[src/hw/rtl/tmq_ram.sv]
// ----------------------------------------------------------------------------
// tmq_ram
// Single write port, single read port RAM with registered read data.
// ----------------------------------------------------------------------------
module tmq_ram #(
    parameter int WIDTH = 8,
    parameter int DEPTH = 32
) (
    input  logic                             i_clk,
    input  logic                             i_we,
    input  logic [$clog2(DEPTH > 1 ? DEPTH : 2)-1:0] i_waddr,
    input  logic [WIDTH-1:0]                 i_wdata,
    input  logic [$clog2(DEPTH > 1 ? DEPTH : 2)-1:0] i_raddr,
    output logic [WIDTH-1:0]                 o_rdata
);
    logic [WIDTH-1:0] r_mem [DEPTH];
    logic [WIDTH-1:0] r_rdata;

    always_ff @(posedge i_clk) begin
        if (i_we) begin
            r_mem[i_waddr] <= i_wdata;
        end
        r_rdata <= r_mem[i_raddr];
    end

    assign o_rdata = r_rdata;
endmodule

[config.mk]
export PLATFORM = sky130hd
export DESIGN_NAME = tmq_ram
export DESIGN_NICKNAME = d
export VERILOG_FILES = /design/src/hw/rtl/tmq_ram.sv
export SDC_FILE = /design/constraint.sdc
export NUM_CORES = 1
export LEC_CHECK = 0
export BUFFER_PORTS_ARGS = -buffer_cell sky130_fd_sc_hd__buf_2
export CAP_MARGIN = 20
export CORE_UTILIZATION = 55
export DETAILED_ROUTE_END_ITERATION = 8
export GPL_TIMING_DRIVEN = 0
export PLACE_DENSITY = 0.72
export RECOVER_POWER = 100
export SLEW_MARGIN = 20
export SYNTH_ARGS = -nofsm -noshare
export SYNTH_HDL_FRONTEND = slang
export SYNTH_SLANG_ARGS = --single-unit
[constraint.sdc]
create_clock -name i_clk -period 3.24 [get_ports i_clk]
set_input_delay 0.648 -clock i_clk [delete_from_list [all_inputs] [get_ports i_clk]]
set_output_delay 0.648 -clock i_clk [all_outputs]
set_load 0.05 [all_outputs]
==> impl_metrics.env <==
export IMPL_status="finished, final reports clean"
export IMPL_drt_wl_total_um=19000
export IMPL_fillers=1189
export IMPL_cts_setup_buffers=0
export IMPL_synthTopCellsByArea="edfxtp_1 76%, mux4_2 18%, dfxtp_1 1.6%, nor2_1 1.2%, mux2_2 0.90%"
export IMPL_rows=49
export IMPL_area_delta_synth_final_pct=11.9
export IMPL_max_slew_margin_rel=0.0195
export IMPL_post_drt_via_cell_ratio=6.17
export IMPL_fp_coreArea_mm2=0.0180
export IMPL_reg2reg_setup_slack_ns=1.36
export IMPL_worst_pin_slew_ns=1.47
export IMPL_syn_avg_cell_area_um2=24.1
export IMPL_synth_common_cells="256 x edfxtp_1, 80 x mux4_2, 33 x nor2_1, 8 x dfxtp_1, 8 x mux2_2"
export IMPL_synth_flop_cell="edfxtp_1"
export IMPL_leakage_nw=3.46
export IMPL_synth_edf_count=256
export IMPL_yosysTopAreaCellShare=0.765
export IMPL_crit_type="input pin to flip-flop"
export IMPL_path_clk_slew_ns=0.06
export IMPL_reg2reg_from="r_mem[17][1]$_DFFE_PP_"
export IMPL_hpwlAfterDp_um=12200
export IMPL_post_cts_resized=0
export IMPL_htree_levels=1
export IMPL_ios=28
export IMPL_r2r_end="o_rdata[1]$_DFF_P_"
export IMPL_yosysWarningCount=0
export IMPL_die_h_um=137
export IMPL_ir_drop_uv=430
export IMPL_die_w_um=137
export IMPL_grt_usage=0.215
export IMPL_slowest_stage="clkbuf_1"
export IMPL_finalSetupTns_ns=0
export IMPL_synth_cell_area_mm2=0.0101
export IMPL_hold_end="o_rdata[4]$_DFF_P_"
export IMPL_cts_buffer_depth=3
export IMPL_start_kind="input pin"
export IMPL_gp_congestion=0.789
export IMPL_hold_class="input pin to flip-flop"
export IMPL_path_delay_family="multiplexers"
export IMPL_root_buffer="clkbuf_16"
export IMPL_grt_max_degree=33
export IMPL_ys_types=15
export IMPL_endpoint_kind="flip-flop"
export IMPL_syn_nets=437
export IMPL_antenna_cells_inserted=0
export IMPL_critical_path_arrival_ns=3.04
export IMPL_yosysTopAreaCell="edfxtp_1"
export IMPL_grt_pass1_wl_um=28100
export IMPL_ys_async_sr_fraction=0
export IMPL_clock_sinks=264
export IMPL_port_buffer_count=22
export IMPL_first_pass_iters=5
export IMPL_power_w=0.00710
export IMPL_grt_ovfl_total=0
export IMPL_initial_core_util=0.560
export IMPL_crit_buf_inv=2
export IMPL_hold_viol_final=0
export IMPL_antenna_found_initial=0
export IMPL_fp_dieArea_mm2=0.0188
export IMPL_cts_tree="built"
export IMPL_worstSkewPairLatency_ns=0.52
export IMPL_drv_cap=0
export IMPL_drt_iter0_drc=394
export IMPL_whs_path_depth=2
export IMPL_rr_worst_depth=3
export IMPL_post_synth_top_count_cell="edfxtp_1"
export IMPL_numCtsBuffers=26
export IMPL_fin_crit_ns=2.64
export IMPL_finalSetupViolations=0
export IMPL_path_cells="clkbuf_1 > clkbuf_1 > mux4_2 > mux4_2 > mux2_1"
export IMPL_maxSlewViolCount=0
export IMPL_ant_nets=0
export IMPL_utilization=0.626
export IMPL_ys_ff_latch=264
export IMPL_finalCritPeriodShare=0.816
export IMPL_p_per_area_mw_per_mm2=631
export IMPL_fmax_mhz=378
export IMPL_drc=0
export IMPL_finClkSkew_ns=0.0126
export IMPL_rsz0062_at_grt="no"
export IMPL_syn_inst=417
export IMPL_nNetsFinal=487
export IMPL_wl_per_cell_um=26.6
export IMPL_synth_yosys_seq_area_share=0.781
export IMPL_grt_pass1_vias=4499
export IMPL_cpPeakStageDelay_ns=0.69
export IMPL_via_count=4421
export IMPL_holdCritStartpoint="i_raddr[3]"
export IMPL_crit_fanout=10
export IMPL_critPathRequiredTime_ns=3.64
export IMPL_drive_gt1_frac=0.281
export IMPL_ctsHoldBuffers=0
## kinds of logic (layout without fill, tap and decap cells)
| family | Yosys count | after routing | share of synthesized area |
|---|---|---|---|
| buffers and inverters | 20 | 90 | 0.0106 |
| multiplexers | 88 | 88 | 0.188 |
| flip-flops | 264 | 264 | 0.781 |
| AND/OR/NAND/NOR | 45 | 45 | 0.0207 |
## worst max-delay path by stage
stage / startpoint / endpoint / slack [ns] / cells past startpoint
global placement: i_raddr[2] / o_rdata[0]$_DFF_P_ / 0.1 / 5
detailed placement: i_raddr[2] / o_rdata[0]$_DFF_P_ / 0.12 / 5
floorplan: i_raddr[2] / o_rdata[0]$_DFF_P_ / 0.79 / 5
global route: i_raddr[2] / o_rdata[2]$_DFF_P_ / 0.51 / 5
finish: i_raddr[2] / o_rdata[5]$_DFF_P_ / 0.60 / 5
CTS: i_raddr[2] / o_rdata[0]$_DFF_P_ / 0.67 / 5
## cell type report
type                       instances  area [um^2]  share of cell area
multi-input combinational        133         2100               0.187
timing repair buffer              22         87.6             0.00778
clock buffer                      31          691              0.0614
buffer                            20          106             0.00945
tap                              229          287              0.0255
sequential                       264         7850               0.697
clock inverter                    17          134              0.0119
## metrics by stage
stage | instance area, um^2 | hold slack, ns | setup slack [ns] | cells
2_1_floorplan | 10100 | 0.747 | 0.790 | 417
3_3_place_gp | 10500 | 0.902 | 0.0995 | 668
3_5_place_dp | 10500 | 0.918 | 0.118 | 668
4_1_cts | 11300 | 0.630 | 0.666 | 716
5_1_grt | 11300 | 0.667 | 0.509 | 716
6_report | 11300 | 0.639 | 0.597 | 716
## worst reg2reg max path: stages, from the launching register on
cell,delay (ns)
edfxtp_1,0.39
mux4_2,0.51
mux4_2,0.52
mux2_1,0.33
## flip-flops by register name, summed over array words and instances (netlist names)
name / cells
o_rdata: 8
r_mem: 256
## power breakdown
part	leakage [nW]	switching, W	internal, W	total (W)
Clock	0.407	0.00121	0.00168	0.00289
Sequential	2.37	0.0000139	0.00380	0.00381
Combinational	0.684	0.000247	0.000147	0.000394
Total	3.46	0.00147	0.00562	0.00710
## layout by cell type, fill, tap and decap left out, types with 2 or more instances in the layout
cell type,synthesis,layout
nand3b_1,5,5
buf_2,1,5
or3b_2,3,3
clkbuf_16,0,27
buf_4,6,6
dfxtp_1,8,8
mux2_1,0,4
clkinv_1,0,6
edfxtp_1,256,256
nand3_1,2,2
clkbuf_1,6,28
clkinv_2,0,7
buf_1,6,6
mux4_2,80,80
nor2_1,33,33
bufinv_16,0,2
mux2_2,8,4
## per-layer routing
| metal | global-route usage | vias up | share of wire |
|---|---|---|---|
| met5 | 0 | - | 0 |
| met3 | 0.0364 | 37 | 0.079 |
| li1 | - | 1883 | - |
| met2 | 0.322 | 192 | 0.47 |
| met1 | 0.331 | 2309 | 0.43 |
| met4 | 0.0641 | 0 | 0.023 |
Power figures use the tool's default switching activity.
